### config.mk
export PLATFORM = sky130hd
export DESIGN_NAME = term_syntax_tokenizer
export DESIGN_NICKNAME = d
export VERILOG_FILES = /design/src/rtl/core/tst_pkg.sv /design/src/rtl/core/term_syntax_tokenizer.sv
export SDC_FILE = /design/constraint.sdc
export NUM_CORES = 1
export LEC_CHECK = 0
export ABC_AREA = 1
export BUFFER_PORTS_ARGS = -buffer_cell sky130_fd_sc_hd__buf_2
export CORE_MARGIN = 3
export CORE_UTILIZATION = 62
export DETAILED_ROUTE_END_ITERATION = 10
export HOLD_SLACK_MARGIN = 0.06
export PLACE_DENSITY = 0.81
export SLEW_MARGIN = 5
export SYNTH_ARGS = -nofsm -noshare
export SYNTH_HDL_FRONTEND = slang
export SYNTH_SLANG_ARGS = --single-unit
### constraint.sdc
create_clock -name clk -period 3.9 [get_ports clk]
set_clock_uncertainty 0.1 [all_clocks]
set_input_delay 0.39 -clock clk [delete_from_list [all_inputs] [get_ports clk]]
set_output_delay 0.39 -clock clk [all_outputs]
set_load 0.02 [all_outputs]
### src/rtl/core/tst_pkg.sv
// Shared types, codes and the character class table of the term syntax tokenizer.
`timescale 1ns / 1ps

package tst_pkg;

    // Default length limit for one token
    localparam int TST_MAX_TOKEN_LEN = 256;

    // Widths of the word fields
    localparam int CHAR_W  = 8;
    localparam int KIND_W  = 3;
    localparam int CLASS_W = 3;
    localparam int STATE_W = 4;
    localparam int USER_W  = 7;

    typedef logic [CHAR_W-1:0]  char_t;
    typedef logic [KIND_W-1:0]  kind_t;
    typedef logic [CLASS_W-1:0] class_t;
    typedef logic [STATE_W-1:0] lex_state_t;

    // Character classes
    localparam class_t C_WS = 3'd0;
    localparam class_t C_UP = 3'd1;
    localparam class_t C_LO = 3'd2;
    localparam class_t C_DG = 3'd3;
    localparam class_t C_SQ = 3'd4;
    localparam class_t C_DQ = 3'd5;
    localparam class_t C_SY = 3'd6;
    localparam class_t C_SO = 3'd7;

    // Lexer states
    localparam lex_state_t S_IDLE = 4'd0;
    localparam lex_state_t S_DQB  = 4'd1;
    localparam lex_state_t S_DQC  = 4'd2;
    localparam lex_state_t S_SQB  = 4'd3;
    localparam lex_state_t S_SQC  = 4'd4;
    localparam lex_state_t S_SYM  = 4'd5;
    localparam lex_state_t S_INT  = 4'd6;
    localparam lex_state_t S_VAR  = 4'd7;
    localparam lex_state_t S_IDN  = 4'd8;

    // Token kinds
    localparam kind_t K_STRING = 3'd0;
    localparam kind_t K_QCONST = 3'd1;
    localparam kind_t K_SOLO   = 3'd2;
    localparam kind_t K_SYMBOL = 3'd3;
    localparam kind_t K_INT    = 3'd4;
    localparam kind_t K_VAR    = 3'd5;
    localparam kind_t K_IDENT  = 3'd6;

    // Quote characters
    localparam char_t CH_DQUOTE = 8'h22;
    localparam char_t CH_SQUOTE = 8'h27;

    // Result flags travel in the user field
    typedef struct packed {
        logic  too_long;
        logic  bad_char;
        logic  open_at_end;
        logic  first;
        kind_t kind;
    } res_user_t;

    // Class of a 7-bit character code (the 128-entry table)
    function automatic class_t char_class(input logic [6:0] c);
        class_t cls;
        cls = C_SY;
        if (c <= 7'd32 || c == 7'd127) begin
            cls = C_WS;
        end else if (c >= 7'd48 && c <= 7'd57) begin
            cls = C_DG;
        end else if ((c >= 7'd65 && c <= 7'd90) || c == 7'd95) begin
            cls = C_UP;
        end else if ((c >= 7'd97 && c <= 7'd122) || c == 7'd36) begin
            cls = C_LO;
        end else if (c == 7'd34) begin
            cls = C_DQ;
        end else if (c == 7'd39) begin
            cls = C_SQ;
        end else if (c == 7'd33 || c == 7'd37 || c == 7'd40 || c == 7'd41 ||
                     c == 7'd44 || c == 7'd59 || c == 7'd91 || c == 7'd93 ||
                     c == 7'd123 || c == 7'd124 || c == 7'd125) begin
            cls = C_SO;
        end
        return cls;
    endfunction

endpackage

### src/rtl/core/term_syntax_tokenizer.sv
// Top level of the term syntax tokenizer: byte-serial lexer with input and result registers.
//
//  channel  | dir | handshake          | payload
//  ---------+-----+--------------------+------------------------------------------------
//  s_       | in  | s_tvalid/s_tready  | s_tdata = ch, s_tlast = end_of_input
//  m_       | out | m_tvalid/m_tready  | m_tdata = char_out, m_tuser = flags, m_tlast = at_end
//
// One word is taken per cycle for as long as results are taken. A word is held in the input
// register; the class lookup and the state update run between it and the result register,
// which is loaded from that word when it advances out of the input register.
// Reset puts the lexer in the idle state with a zero token length and both registers empty.
// When the result register is held, the input register keeps its word and s_tready drops.
// Whitespace words give no result, but they also wait while the result register is held.
`timescale 1ns / 1ps

module term_syntax_tokenizer
    import tst_pkg::*;
#(
    parameter int MAX_TOKEN_LEN = TST_MAX_TOKEN_LEN
)
(
    input  logic              clk,
    input  logic              rst_n,
    input  logic              s_tvalid,
    output logic              s_tready,
    input  logic [CHAR_W-1:0] s_tdata,   // [7:0] ch
    input  logic              s_tlast,
    output logic              m_tvalid,
    input  logic              m_tready,
    output logic [CHAR_W-1:0] m_tdata,   // [7:0] char_out
    output logic [USER_W-1:0] m_tuser,   // [2:0] kind, [3] first, [4] open_at_end,
                                         // [5] bad_char, [6] too_long
    output logic              m_tlast
);

    localparam int LEN_W = $clog2(MAX_TOKEN_LEN + 2);
    localparam logic [LEN_W-1:0] LEN_MAX = LEN_W'(MAX_TOKEN_LEN);
    localparam logic [LEN_W-1:0] LEN_ONE = LEN_W'(1);

    typedef logic [LEN_W-1:0] len_t;

    // Input register
    logic      in_valid_reg;
    char_t     in_ch_reg;
    logic      in_last_reg;

    // Lexer state
    lex_state_t lex_state_reg, lex_state_next;
    len_t       len_reg, len_next;

    // Result register
    logic      out_valid_reg;
    char_t     out_ch_reg;
    res_user_t out_user_reg;
    logic      out_last_reg;

    // Combinational result
    logic      emit;
    char_t     res_ch;
    res_user_t res_user;
    logic      res_last;

    logic      advance;
    logic      cont;
    kind_t     cont_kind;
    lex_state_t cont_state;
    class_t    cls;
    len_t      len_inc;

    assign advance  = in_valid_reg && (!out_valid_reg || m_tready);
    assign s_tready = !in_valid_reg || advance;

    // Input register load
    always_ff @(posedge clk or negedge rst_n)
    begin
        if (!rst_n)
        begin
            in_valid_reg <= 1'b0;
        end
        else if (s_tready)
        begin
            in_valid_reg <= s_tvalid;
        end
    end

    always_ff @(posedge clk)
    begin
        if (s_tready && s_tvalid)
        begin
            in_ch_reg   <= s_tdata;
            in_last_reg <= s_tlast;
        end
    end

    // Class lookup; codes of 128 and above are handled apart
    assign cls     = char_class(in_ch_reg[6:0]);
    assign len_inc = (len_reg <= LEN_MAX) ? len_reg + LEN_ONE : len_reg;

    // Does the word continue the open token?
    always_comb
    begin
        cont       = 1'b0;
        cont_kind  = K_STRING;
        cont_state = lex_state_reg;
        case (lex_state_reg)
            S_DQB:
            begin
                cont       = 1'b1;
                cont_kind  = K_STRING;
                cont_state = (in_ch_reg == CH_DQUOTE) ? S_DQC : S_DQB;
            end
            S_DQC:
            begin
                cont       = (in_ch_reg == CH_DQUOTE);
                cont_kind  = K_STRING;
                cont_state = S_DQB;
            end
            S_SQB:
            begin
                cont       = 1'b1;
                cont_kind  = K_QCONST;
                cont_state = (in_ch_reg == CH_SQUOTE) ? S_SQC : S_SQB;
            end
            S_SQC:
            begin
                cont       = (in_ch_reg == CH_SQUOTE);
                cont_kind  = K_QCONST;
                cont_state = S_SQB;
            end
            S_SYM:
            begin
                cont      = !in_ch_reg[7] && (cls == C_SY);
                cont_kind = K_SYMBOL;
            end
            S_INT:
            begin
                cont      = !in_ch_reg[7] && (cls == C_DG);
                cont_kind = K_INT;
            end
            S_VAR:
            begin
                cont      = !in_ch_reg[7] && (cls == C_UP);
                cont_kind = K_VAR;
            end
            S_IDN:
            begin
                cont      = !in_ch_reg[7] && (cls == C_LO || cls == C_UP);
                cont_kind = K_IDENT;
            end
            default:
            begin
                cont = 1'b0;
            end
        endcase
    end

    // Result and next state
    always_comb
    begin
        emit           = 1'b0;
        res_ch         = in_ch_reg;
        res_user       = '0;
        res_last       = 1'b0;
        lex_state_next = lex_state_reg;
        len_next       = len_reg;

        if (in_last_reg)
        begin
            // End of input: report an open token and return to idle
            emit                 = 1'b1;
            res_ch               = '0;
            res_last             = 1'b1;
            res_user.open_at_end = (lex_state_reg != S_IDLE);
            lex_state_next       = S_IDLE;
            len_next             = '0;
        end
        else if (cont)
        begin
            emit              = 1'b1;
            res_user.kind     = cont_kind;
            res_user.too_long = (len_inc > LEN_MAX);
            lex_state_next    = cont_state;
            len_next          = len_inc;
        end
        else if (in_ch_reg[7])
        begin
            // Illegal byte outside quotes closes any token
            emit              = 1'b1;
            res_user.bad_char = 1'b1;
            lex_state_next    = S_IDLE;
            len_next          = '0;
        end
        else
        begin
            // The word starts a fresh token, or is dropped as whitespace
            emit           = (cls != C_WS);
            res_user.first = 1'b1;
            len_next       = LEN_ONE;
            case (cls)
                C_WS:
                begin
                    lex_state_next = S_IDLE;
                    len_next       = '0;
                end
                C_DQ:
                begin
                    res_user.kind  = K_STRING;
                    lex_state_next = S_DQB;
                end
                C_SQ:
                begin
                    res_user.kind  = K_QCONST;
                    lex_state_next = S_SQB;
                end
                C_SO:
                begin
                    res_user.kind  = K_SOLO;
                    lex_state_next = S_IDLE;
                    len_next       = '0;
                end
                C_SY:
                begin
                    res_user.kind  = K_SYMBOL;
                    lex_state_next = S_SYM;
                end
                C_DG:
                begin
                    res_user.kind  = K_INT;
                    lex_state_next = S_INT;
                end
                C_UP:
                begin
                    res_user.kind  = K_VAR;
                    lex_state_next = S_VAR;
                end
                default:
                begin
                    res_user.kind  = K_IDENT;
                    lex_state_next = S_IDN;
                end
            endcase
            res_user.too_long = (LEN_ONE > LEN_MAX) && emit;
        end
    end

    // Lexer state update
    always_ff @(posedge clk or negedge rst_n)
    begin
        if (!rst_n)
        begin
            lex_state_reg <= S_IDLE;
            len_reg       <= '0;
        end
        else if (advance)
        begin
            lex_state_reg <= lex_state_next;
            len_reg       <= len_next;
        end
    end

    // Result register
    always_ff @(posedge clk or negedge rst_n)
    begin
        if (!rst_n)
        begin
            out_valid_reg <= 1'b0;
        end
        else if (advance)
        begin
            out_valid_reg <= emit;
        end
        else if (m_tready)
        begin
            out_valid_reg <= 1'b0;
        end
    end

    always_ff @(posedge clk)
    begin
        if (advance && emit)
        begin
            out_ch_reg   <= res_ch;
            out_user_reg <= res_user;
            out_last_reg <= res_last;
        end
    end

    assign m_tvalid = out_valid_reg;
    assign m_tdata  = out_ch_reg;
    assign m_tuser  = out_user_reg;
    assign m_tlast  = out_last_reg;

    // The end word carries no byte, no kind and no token flags
    a_end_clean: assert property (@(posedge clk) disable iff (!rst_n)
        out_valid_reg && out_last_reg |->
            out_ch_reg == '0 && out_user_reg.kind == K_STRING &&
            !out_user_reg.first && !out_user_reg.bad_char && !out_user_reg.too_long)
        else $error("end word carries token data");

    // An illegal byte never starts a token or counts as overlong
    a_bad_plain: assert property (@(posedge clk) disable iff (!rst_n)
        out_valid_reg && out_user_reg.bad_char |->
            !out_user_reg.first && !out_user_reg.too_long && !out_last_reg &&
            out_user_reg.kind == K_STRING)
        else $error("illegal byte result carries token flags");

    // End of input leaves the lexer idle with a zero count
    a_end_idle: assert property (@(posedge clk) disable iff (!rst_n)
        advance && in_last_reg |=> lex_state_reg == S_IDLE && len_reg == '0)
        else $error("lexer not idle after end of input");

    // A first byte is never overlong, the limit being at least one
    a_first_short: assert property (@(posedge clk) disable iff (!rst_n)
        out_valid_reg && out_user_reg.first |-> !out_user_reg.too_long)
        else $error("first byte flagged overlong");

endmodule

# Word-level counts from Yosys, hierarchy flattened
# Cells that the tools add are included.
[classes] n_bitwise=1 n_eq_ne=34 mux=31 addsub=1 reduce_logical=40 n_lt_le_gt_ge=9
[ops] cell="$eq 7x6->1 const B" count=9
[ops] cell="$eq 7x7->1 const B" count=7
[ops] cell="$mux 9" count=3
[ops] cell="$pmux 4 s6" count=1
[ops] cell="$mux 3" count=6
[ops] cell="$pmux 3 s6" count=1
[ops] cell="$eq 4x3->1 const B" count=4
[ops] cell="$eq 8x6->1 const B" count=2
[ops] cell="$logic_or 1x1->1" count=16
[ops] cell="$mux 4" count=4
[ops] cell="$pmux 4 s4" count=1
[ops] cell="$pmux 3 s5" count=1
[ops] cell="$ge 7x7->1 const B" count=2
[ops] cell="$le 7x6->1 const B" count=2
[ops] cell="$le 7x7->1 const B" count=2
[ops] cell="$eq 3x3->1 const B" count=4
[ops] cell="$reduce_or 2->1" count=6
[ops] cell="$logic_and 1x1->1" count=10
[ops] cell="$mux 1" count=10
[ops] cell="$add 9x1->9 const B" count=1
[ops] cell="$gt 9x9->1 const B" count=1
[ops] cell="$le 9x9->1 const B" count=1
[ops] cell="$eq 4x2->1 const B" count=2
[ops] cell="$ge 7x6->1 const B" count=1
[ops] cell="14 further kinds" count=19
[word_totals] output_inout_bits=18 reg_bits=40

# Depth between registers and ports, before layout
# Gate-level depths: netlist (run 1).
[depth] ltp_word=25 mapped_depth=18

# Worst setup path after synthesis (run 1)
# OpenSTA, ideal clock, no wires.
[synth_path] path_type="register -> register" from="register in_ch_reg[1]" to="register out_ch_reg[0] (netlist: m_tdata[0]), enable pin" arrival_time_ns=2.006 setup_ns=0.364 required_time_ns=3.436 slack_ns=1.430 n_path_buf=0 stages_incl_launch_ff=16 path_cell_list="edfxtp_1 > nor2_2 > nand2_1 > nor2_1 > nor2_1 > nor2_2 > nand2_2 > nor2_4 > nand3_2 > nand2_2 > nand3_4 > nand2_8 > nor2_1 > nand3b_1 > nand2_1 > inv_1"
[synth_between] elab_chain_cells=25
[synth_rtl] element="from (decl)" line_no="term_syntax_tokenizer.sv:44" rtl="char_t in_ch_reg;"
[synth_rtl] element="from (signal assigned)" line_no="term_syntax_tokenizer.sv:90" rtl="in_ch_reg <= s_tdata;"
[synth_rtl] element="$eq 7x6->1" line_no="tst_pkg.sv:80" rtl="end else if (c == 7'd33 || c == 7'd37 || c == 7'd40 || c == 7'd41 ||"
[synth_rtl] element="$logic_or 1x1->1 (4 in a row)" line_no="tst_pkg.sv:80"
[synth_rtl] element="$logic_or 1x1->1 (4 in a row)" line_no="tst_pkg.sv:81" rtl="c == 7'd44 || c == 7'd59 || c == 7'd91 || c == 7'd93 ||"
[synth_rtl] element="$logic_or 1x1->1 (2 in a row)" line_no="tst_pkg.sv:82" rtl="c == 7'd123 || c == 7'd124 || c == 7'd125) begin"
[synth_rtl] element="$mux 1" line_no="tst_pkg.sv:80"
[synth_rtl] element="$mux 2" line_no="tst_pkg.sv:78" rtl="end else if (c == 7'd39) begin"
[synth_rtl] element="$mux 2" line_no="tst_pkg.sv:76" rtl="end else if (c == 7'd34) begin"
[synth_rtl] element="$mux 3" line_no="tst_pkg.sv:74" rtl="end else if ((c >= 7'd97 && c <= 7'd122) || c == 7'd36) begin"
[synth_rtl] element="[... 2 more ...]"
[synth_rtl] element="$mux 3" line_no="tst_pkg.sv:68" rtl="if (c <= 7'd32 || c == 7'd127) begin"
[synth_rtl] element="$eq 3x2->1 or $eq 3x1->1 (tied branches)" line_no="term_syntax_tokenizer.sv:147, term_syntax_tokenizer.sv:142"
[synth_rtl] element="$logic_or 1x1->1" line_no="term_syntax_tokenizer.sv:147" rtl="cont = !in_ch_reg[7] && (cls == C_LO || cls == C_UP);"
[synth_rtl] element="$logic_and 1x1->1" line_no="term_syntax_tokenizer.sv:147"
[synth_rtl] element="$pmux 1 s7" line_no="term_syntax_tokenizer.sv:105" rtl="case (lex_state_reg)"
[synth_rtl] element="$mux 1 (*)" line_no="term_syntax_tokenizer.sv:177" rtl="else if (cont)"
[synth_rtl] element="$mux 1 (*)" line_no="term_syntax_tokenizer.sv:167" rtl="if (in_last_reg)"
[synth_rtl] element="$logic_and 1x1->1 (*)" line_no="term_syntax_tokenizer.sv:280" rtl="if (advance && emit)"
[synth_rtl] element="to (signal assigned)" line_no="term_syntax_tokenizer.sv:282" rtl="out_ch_reg <= res_ch;"
[synth_rtl] element="to (decl)" line_no="term_syntax_tokenizer.sv:53" rtl="char_t out_ch_reg;"
# Mark *: on every way between the ends. The rest lies on a longest branch, timed or not.
# A chain may end at the register's enable or synchronous reset.

# Final worst setup path (run 1)
[layout_path] from="register in_ch_reg[0]" to="register out_ch_reg[0] (netlist: m_tdata[0]), enable pin"
# Same word-level chain as after synthesis.

==> results by group, run 1 <==
Global route
  – Met3 usage: 4.86%
  – Total track usage: 22.8%
  – Total gr overflow: 0
  – Met1 usage: 36.4%
  – M2 GR Usage: 31.0%
  – Largest net degree at the start of global routing: 21
  – GR peak layer: met1
  – First-pass GRT wire length: 8.01 mm
  – Antenna violations before repair: 0
  – Vias in the first global route: 1734

Detailed routing
  – Avg Vias per Cell: 5.40
  – Antenna viol nets, final: 0
  – Routed wire per std cell: 12.6 um
  – Pre-antenna DRT Iters: 5
  – 1st-iter DRT viols: 271
  – DRC: 0
  – Vias post-DR: 2090
  – Post-Route WL: roughly 5 mm

Synthesis
  – Post-synth top cells: nand2_1, inv_1, nor2_1
  – Yosys warnings: 0
  – Async set-reset flop share out of synthesis: 37.5%
  – Post-Syn Nets: between 300 and 400
  – Area share of the largest cell type after synthesis: 30.5%
  – Synth unique cells: 36
  – Synth Instances: 304
  – Mapped cell area: 2460 um^2
  – Synth top area cells: edfxtp_1, dfrtp_1, nand2_1, inv_1, nor2_1
  – Post-synth EDFFs: 25
  – Most numerous cell in the Yosys netlist: nand2_1
  – Sequential fraction of the synthesis area: 45.8%
  – Synth area leader: edfxtp_1
  – #FFs+latches synth: 40
  – Avg Inst Size Synth: between 8 and 9 um^2
  – Most used DFF post-synth: edfxtp_1

Die
  – # IOs: 31
  – Initial Util: about two thirds
  – Die H: 69.0 um
  – Die width: 69.0 um
  – Row Count: 22
  – Die area: 4760 um^2
  – Core area: about 3700 um^2

Clocking
  – Clock-pin slew on the worst setup and hold paths: 0.07 ns
  – Htree depth: 2
  – Post-CTS Setup Bufs: 0
  – Root Driver: clkbuf_8
  – Num CTS Buffers: 5
  – CTS tree: yes
  – # clock sinks: 40
  – Worst skew pair latency: between 0.2 and 0.3 ns
  – Post_cts resized: 0
  – Max clock buf depth: 2

Min path
  – Worst Hold Class: primary input to flop
  – Worst Hold Depth: 1
  – Hold path start: s_tdata[7]

Worst setup path
  – R2R cell count: 15
  – Crit path capture type: flop
  – Largest delay share family, worst path: simple AND/OR/NAND/NOR gates
  – Crit path launch: in_ch_reg[0]
  – Slowest cell on crit path: edfxtp_1
  – Critical path buffers and inverters: 1
  – Crit-path cells: nor2_2, nand2_1, nor2_1, nor2_1, nor2_2, nand2_2, nor2_4, nand3_2, nand2_2, nand3_4, nand2_8, nor2_1, nand3b_1, nand2_1, inv_1
  – Setup CP Type: flop to flop
  – Worst path max stage delay: slightly below 0.5 ns
  – Worst EP arrival: 2.70 ns
  – Critical Path RT: ~3.7 ns
  – WP depth: 15
  – CP max FO: 16
  – R2R Path Start: in_ch_reg[0]
  – Most Frequent Cell on Critical Path: nor2_1
  – Startpoint type of the worst setup path: flop

Power
  – Peak supply drop: 0.229 mV
  – Power Density: between 400 and 500 nW/um^2
  – Pleak: 1.30 nW

Layout
  – Final cell count without fillers: 387
  – Max reg flops: 9
  – Layout cells sized above 1: 18.9%
  – Antenna Cells: 0
  – Fillers: 309
  – Final net count: 353
  – Area delta synth->final: 11.7%

Placed design
  – Port bufs: 30
  – Final HPWL DP: 3.78 mm
  – Placed insts: 378
  – RD Place Congestion: 0.956

Status
  – Status: finished clean

STA
  – Final hold violations: 0
  – Final setup violation count: 0
  – Relative slew margins: 62.8%
  – Worst-Margin Slew: 0.558 ns
  – F_max: 0.348 GHz
  – Final TNS setup: 0 ns
  – Fin crit period: roughly 2.9 ns
  – Final worst-path cycle share: 73.6%
  – Fin. max-slew vios: 0
  – RSZ-0062 raised after global routing: false

Run
  – Max Cap Viol: 0
layout make-up:
cell class / instances / area [um^2] / area share, %
Multi-Input combinational cell: 214 / 1130 / 41.1
Timing Repair Buffer: 32 / 168 / 6.10
Sequential cell: 40 / 1130 / 41.0
Clock inverter: 2 / 10.0 / 0.364
Inverter: 45 / 174 / 6.33
Clock buffer: 6 / 82.6 / 3.00
Tap cell: 48 / 60.1 / 2.18
cells by family after synthesis:
logic type | Yosys count | synth area share, %
buffers and inverters | 50 | 8.34
AO/OA/AOI/OAI | 26 | 6.41
adder cells (fa/ha/maj) | 2 | 1.02
flip-flops | 40 | 45.8
XOR/XNOR | 7 | 2.49
AND/OR/NAND/NOR | 179 | 36.0
timing repair:
item	in CTS	in global routing
hold endpoints to repair	15	0
setup endpoints to repair	0	0
hold buffers	1	0
per-layer routing:
layer | part of all wire (%) | wire (um) | up-vias
met1 | 48 | 2330 | 913
met5 | 0 | 0 | -
li1 | - | - | 1065
met3 | 8.8 | 426 | 9
met4 | 1.1 | 55 | 0
met2 | 42 | 2050 | 103
per-stage QoR:
step / power, W / setup WS (ns) / hold slack [ns] / instance area [um^2] / util, %
after global placement: 0.000933 / 1.09 / 0.207 / 2650 / 70.7
after floorplan: 0.000845 / 1.43 / -0.00559 / 2460 / -
after CTS: 0.00121 / 1.04 / 0.165 / 2750 / 73.4
after detailed placement: 0.000936 / 1.06 / 0.209 / 2650 / 70.7
after global routing: 0.00129 / 0.755 / 0.157 / 2750 / 73.4
final: 0.00121 / 1.03 / 0.173 / 2750 / 73.4
placed cells by master (no fill, tap or decap), types with 3 or more instances in the layout:
master and count:
nand3_1 24, inv_1 39, nor2_2 3, inv_2 3, nand4_1 10, nand2_1 75, nand3b_1 6, xor2_1 7
nand2_2 6, dfrtp_1 15, clkbuf_8 6, edfxtp_1 25, a21oi_1 4, nor2_1 37, nor3_1 6, buf_2 30
o21ai_0 7, o21ai_1 10
report_power, final:
group | switching [W] | leakage [nW] | internal (W)
registers | 0.0000427 | 0.447 | 0.000517
clock network | 0.000137 | 0.0510 | 0.000141
logic | 0.000257 | 0.800 | 0.000117
worst paths after layout:
check / end / slack [ns]
min in group asynchronous: len_reg[4] / 0.42
worst max register to register: m_tdata[0] / 1.03
worst min-delay path: in_ch_reg[7] / 0.17
worst max-delay path: m_tdata[0] / 1.03
max in group asynchronous: lex_state_reg[1] / 3.03
worst min register to register: lex_state_reg[2] / 0.45
No activity file was read; power rests on OpenSTA's default activity.
==> inputs of run 2 (changes only) <==
- CORE_UTILIZATION: 62 -> 58
- PLACE_DENSITY: 0.81 -> 0.76
- clock period: 3.9 -> 2.7 ns (I/O delays scaled with it)
==> results by group, run 2 (synthesis results as in run 1) <==
Detailed routing
  – Avg Vias per Cell: ~5.3
  – Routed wire per std cell: 13.1 um
  – Max layer used: met4
  – Post-Route WL: roughly 5.5 mm
  – 1st-iter DRT viols: 276
  – Pre-antenna DRT Iters: 5
  – Antenna viol nets, final: 0
  – DRC: 0
  – Met1 WL: between 2 and 2.5 mm
  – DR WL met2: 2.41 mm
  – Vias post-DR: about 2200
  – WL met3: 408 um

Min path
  – Worst Hold Depth: 3
  – Worst Hold Class: primary input to flop
  – WHS Endpoint: in_valid_reg
  – Hold path start: s_tvalid

Layout
  – Antenna Cells: 0
  – Layout cells sized above 1: 24.5%
  – Max reg flops: 9
  – Most common cell after layout, fill and taps aside: nand2_1
  – Fillers: roughly 320
  – Area delta synth->final: 23.3%
  – Final cell count without fillers: 417
  – Final net count: 381
  – Commonest non-fill, non-tap cells in the layout: nand2_1, inv_1, nor2_1

Status
  – Status: finished clean

Clocking
  – Worst skew pair latency: approximately 0.3 ns
  – Root Driver: clkbuf_8
  – # clock sinks: 40
  – Htree depth: 2
  – CTS tree: yes
  – Clock-pin slew on the worst setup and hold paths: approximately 0.080 ns
  – Max clock buf depth: 2
  – Num CTS Buffers: 5

Worst setup path
  – Critical Path RT: between 2 and 3 ns
  – Slowest cell on crit path: edfxtp_1
  – Largest delay share family, worst path: simple AND/OR/NAND/NOR gates
  – R2R cell count: 16
  – Crit-path cells: nor2_4, inv_1, nor2_1, nor2_1, nor2_2, nand2_2, nor2_4, nand3_2, nand2_2, nand3_4, nand2_8, nor2_1, nand3b_1, nand2_2, inv_4, clkbuf_16
  – Register-to-register setup slack: 0.10 ns
  – R2R Path Start: in_ch_reg[3]
  – Critical path buffers and inverters: 3
  – WP depth: 16
  – Setup CP Type: flop to flop
  – Worst EP arrival: 2.51 ns
  – R2R Path End: m_tdata[7]
  – Worst path max stage delay: around 0.54 ns
  – CP max FO: 8
  – Crit path capture type: flop
  – Startpoint type of the worst setup path: flop

Die
  – # IOs: 31
  – Die width: 71.1 um
  – Row Count: 23
  – Initial Util: 60.6%
  – Core area: 4060 um^2
  – Die area: 5060 um^2
  – Die H: 71.1 um

Placed design
  – RD Place Congestion: 0.960
  – Final HPWL DP: 3.81 mm
  – Port bufs: 30
  – Placed insts: 383

Power
  – Peak supply drop: ~0.35 mV
  – Power Density: 620 nW/um^2
  – Pleak: 1.43 nW
  – Final Power: around 0.0019 W

Global route
  – Vias in the first global route: 1910
  – First-pass GRT wire length: 8.58 mm
  – Total track usage: 21.4%
  – Antenna violations before repair: 0
  – Largest net degree at the start of global routing: 20
  – Total gr overflow: 0

STA
  – Worst-Margin Slew: 0.531 ns
  – Fin crit period: 2.60 ns
  – Relative slew margins: about 64%
  – Final worst-path cycle share: 96.2%
  – F_max: 0.385 GHz
  – Final setup violation count: 0
  – Fin. max-slew vios: 0
  – Final hold violations: 0

Run
  – Max Cap Viol: 0
## run 2: cell types whose count changed in the layout (fill, tap and decap cells not counted), sizes merged
cell         delta
buf            +18
clkbuf          +1
dlygate4sd3     +9
## run 2: layout make-up
cell class	count	area, um^2	area share [%]
multi-input combinational	214	1150	37.8
sequential	40	1130	37.1
timing repair buffer	60	430	14.2
inverter	45	176	5.81
clock buffer	6	82.6	2.72
tap	50	62.6	2.06
clock inverter	2	10.0	0.330
## run 2: layer usage
layer	GRT usage, %	vias up
met5	0	-
met4	7.52	0
met3	4.40	24
met2	32.7	99
met1	30.5	984
li1	-	1121
## run 2: how the worst max path moves through the flow
stage	end	slack [ns]	from
3_3_place_gp	m_tdata[1]	0.17	in_ch_reg[1]
4_1_cts	m_tdata[0]	0.09	in_ch_reg[4]
2_1_floorplan	m_tdata[0]	0.23	in_ch_reg[1]
3_5_place_dp	m_tdata[1]	0.11	in_ch_reg[4]
5_1_grt	m_tuser[5]	-0.03	in_ch_reg[3]
6_report	m_tdata[7]	0.10	in_ch_reg[3]
## run 2: metrics by stage
stage | area, um^2 | hold slack (ns) | TNS (ns) | util (%) | worst slack (ns)
4_1_cts | 2880 | 0.0853 | 0 | 70.9 | 0.0856
5_1_grt | 3030 | 0.109 | -0.305 | 74.8 | -0.0327
3_3_place_gp | 2680 | 0.0878 | 0 | 66.1 | 0.170
3_5_place_dp | 2680 | 0.0921 | 0 | 66.1 | 0.112
2_1_floorplan | 2460 | -0.126 | 0 | - | 0.230
6_report | 3030 | 0.0850 | 0 | 74.8 | 0.102
## run 2: worst register-to-register path: stages, from the launching register on
cell and delay (ns):
edfxtp_1 0.54, nor2_4 0.14, inv_1 0.08, nor2_1 0.10, nor2_1 0.06, nor2_2 0.16
nand2_2 0.09, nor2_4 0.13, nand3_2 0.10, nand2_2 0.09, nand3_4 0.11, nand2_8 0.10
nor2_1 0.06, nand3b_1 0.13, nand2_2 0.08, inv_4 0.09, clkbuf_16 0.15
## run 2: where the power goes
group	internal (W)	switching, W	leakage (nW)
sequential	0.000746	0.0000637	0.447
clock	0.000204	0.000208	0.0510
combinational	0.000254	0.000406	0.936
total	0.00120	0.000677	1.43
## run 2: repair_timing
| action | CTS | global route |
|---|---|---|
| hold buffers | 10 | 0 |
| resized for setup | 0 | 10 |
| hold endpoints to repair | 24 | 0 |
| buffers inserted | 0 | 15 |
| endpoints found under the setup margin | 0 | 16 |
==> inputs of run 3 (changes only) <==
- ABC_AREA: 1 -> unset
- clock period: 2.7 -> 2.6 ns (I/O delays scaled with it)
==> results by group, run 3 <==
Power
  – Final Power: roughly 0.0019 W
  – Pleak: 1.33 nW
  – Power Density: 568 nW/um^2
  – Peak supply drop: roughly 0.5 mV

Synthesis
  – Synth top area cells: edfxtp_1, dfrtp_1, nor3_1, nand2_1, nor2b_1
  – Post-synth EDFFs: 25
  – Avg Inst Size Synth: 9.79 um^2
  – Post-Syn Nets: around 260
  – Synth unique cells: 65
  – Mapped cell area: about 2400 um^2
  – #FFs+latches synth: 40
  – Synth Instances: 247
  – Sequential fraction of the synthesis area: 46.6%
  – Async set-reset flop share out of synthesis: 37.5%
  – Synth area leader: edfxtp_1
  – Area share of the largest cell type after synthesis: 31.0%
  – Most used DFF post-synth: edfxtp_1
  – Most numerous cell in the Yosys netlist: edfxtp_1
  – Yosys warnings: 0
  – Post-synth top cells: edfxtp_1, nand2_1, dfrtp_1, nor3_1, nor2_1

STA
  – Final worst setup slack: -0.462 ns
  – Fin crit period: 3.06 ns
  – Final worst-path cycle share: 118%
  – F_max: 0.327 GHz
  – Fin. max-slew vios: 0
  – Worst-Margin Slew: 0.576 ns
  – Relative slew margins: between 60% and 70%
  – Final hold violations: 0
  – RSZ-0062 raised after global routing: true
  – Final TNS setup: -13.34 ns
  – Final setup violation count: 36

Detailed routing
  – Avg Vias per Cell: roughly 6.5
  – Routed wire per std cell: between 15 and 20 um
  – 1st-iter DRT viols: 360
  – Vias post-DR: between 2000 and 2500
  – Post-Route WL: between 6 and 7 mm
  – DRC: 0
  – Pre-antenna DRT Iters: 5
  – Antenna viol nets, final: 0

Min path
  – Hold path start: s_tvalid
  – Worst Hold Depth: 2
  – WHS Endpoint: in_valid_reg
  – Worst Hold Class: primary input to flop

Die
  – Die width: 70.6 um
  – Row Count: 22
  – Die H: slightly above 70 um
  – Die area: ~5000 um^2
  – # IOs: 31
  – Core area: roughly 3800 um^2
  – Initial Util: 63.2%

Worst setup path
  – Critical path buffers and inverters: 4
  – Most Frequent Cell on Critical Path: buf_6
  – Crit path capture type: flop
  – Worst path max stage delay: 0.42 ns
  – R2R Path Start: in_ch_reg[2]
  – Worst EP arrival: 2.98 ns
  – R2R cell count: 13
  – Startpoint type of the worst setup path: flop
  – Register-to-register setup slack: -0.46 ns
  – Largest delay share family, worst path: simple AND/OR/NAND/NOR gates
  – R2R Path End: m_tuser[4]
  – Setup CP Type: flop to flop
  – Crit-path cells: buf_6, xnor2_1, a2bb2oi_2, nor3b_2, nor2_1, a311oi_2, mux2_4, buf_6, or2_4, nand2_4, inv_4, a21oi_4, buf_12
  – CP max FO: 16
  – Critical Path RT: 2.52 ns
  – Slowest cell on crit path: edfxtp_1

Placed design
  – Port bufs: 30
  – RD Place Congestion: between 0.8 and 0.9
  – Placed insts: 351
  – Placed cell area: 2940 um^2
  – Final HPWL DP: 4.36 mm

Status
  – Failing checks: setup timing
  – Status: finished, violations left

Global route
  – Antenna violations before repair: 0
  – First-pass GRT wire length: 10.8 mm
  – Total gr overflow: 0
  – Largest net degree at the start of global routing: 17
  – Vias in the first global route: 2233
  – Total track usage: 27.1%

Layout
  – Design area: 3330 um^2
  – Antenna Cells: 0
  – Final net count: 342
  – Max reg flops: 9
  – Commonest non-fill, non-tap cells in the layout: buf_4, buf_2, edfxtp_1
  – Layout cells sized above 1: approximately 39%
  – Most common cell after layout, fill and taps aside: buf_4
  – Fin util: 87.1%
  – Final cell count without fillers: between 300 and 400
  – Area delta synth->final: 37.9%

Clocking
  – # clock sinks: 40
  – Num CTS Buffers: 5
  – Max clock buf depth: 2
  – CTS tree: yes
  – Clock-pin slew on the worst setup and hold paths: 0.08 ns
  – Root Driver: clkbuf_8
  – Htree depth: 2
  – Worst skew pair latency: 0.30 ns

Run
  – Max Cap Viol: 0
[run 3: changes by cell type after synthesis, sizes merged, moves of 5 or more]
cell | before | now
inv | 42 | 9
nor4 | 1 | 6
nor2 | 42 | 13
nand3 | 27 | 11
nand4 | 10 | 4
clkbuf | 2 | 12
a21oi | 4 | 12
nand2 | 84 | 17
nor3 | 8 | 15
and2 | 0 | 6
nor2b | 0 | 11
[run 3: final cells by class]
cell class,instances,area [um^2]
Clock buffer,6,72.6
Clock inverter,2,35.0
Fill cell,192,492
Inverter,10,40.0
Multi-Input combinational cell,181,1350
Sequential cell,40,1130
Tap cell,48,60.1
Timing Repair Buffer,89,649
[run 3: worst max path at each step]
stage / end / start / cells past startpoint
after floorplan: m_tdata[0] / in_ch_reg[6] / 11
after global placement: len_reg[6] / in_ch_reg[4] / 11
after detailed placement: len_reg[5] / in_ch_reg[4] / 9
after CTS: m_tdata[1] / in_ch_reg[4] / 11
after global routing: m_tdata[1] / in_ch_reg[2] / 13
final: m_tuser[4] / in_ch_reg[2] / 13
[run 3: what timing repair did]
item	in CTS	in global routing
setup buffers	7	1
setup endpoints to repair	35	36
resized for setup	21	9
hold endpoints to repair	24	0
hold buffers	10	0
pin swaps	4	0
[run 3: through the flow]
| step | hold slack, ns | setup slack, ns |
|---|---|---|
| after floorplan | -0.136 | -0.464 |
| after global placement | 0.0840 | -0.373 |
| after detailed placement | 0.0918 | -0.456 |
| after CTS | 0.0632 | -0.364 |
| after global routing | 0.0875 | -0.569 |
| final | 0.0756 | -0.462 |
[run 3: logic make-up after synthesis]
logic type                 Yosys count  share of synthesized area, %
AOI/OAI and AO/OA                   64                          19.6
xor gates and xnor gates             4                          1.45
adders and majority gates            2                          1.03
buffers and inverters               26                          4.50
DFF                                 40                          46.6
muxes                                3                          1.29
and+or+nand+nor                    108                          25.6
[run 3: report_power, final]
part | switching, W | internal [W] | total (W) | leakage (nW)
combinational | 0.000340 | 0.000270 | 0.000610 | 0.826
clock | 0.000223 | 0.000285 | 0.000508 | 0.0552
sequential | 0.0000345 | 0.000740 | 0.000775 | 0.446
[run 3: layer usage]
metal	wire length (um)	up-vias	global-route usage, %
met2	3270	173	45.1
met3	603	27	6.11
li1	-	1096	-
met4	200	0	10.4
met1	2780	1136	34.6
met5	0	-	0
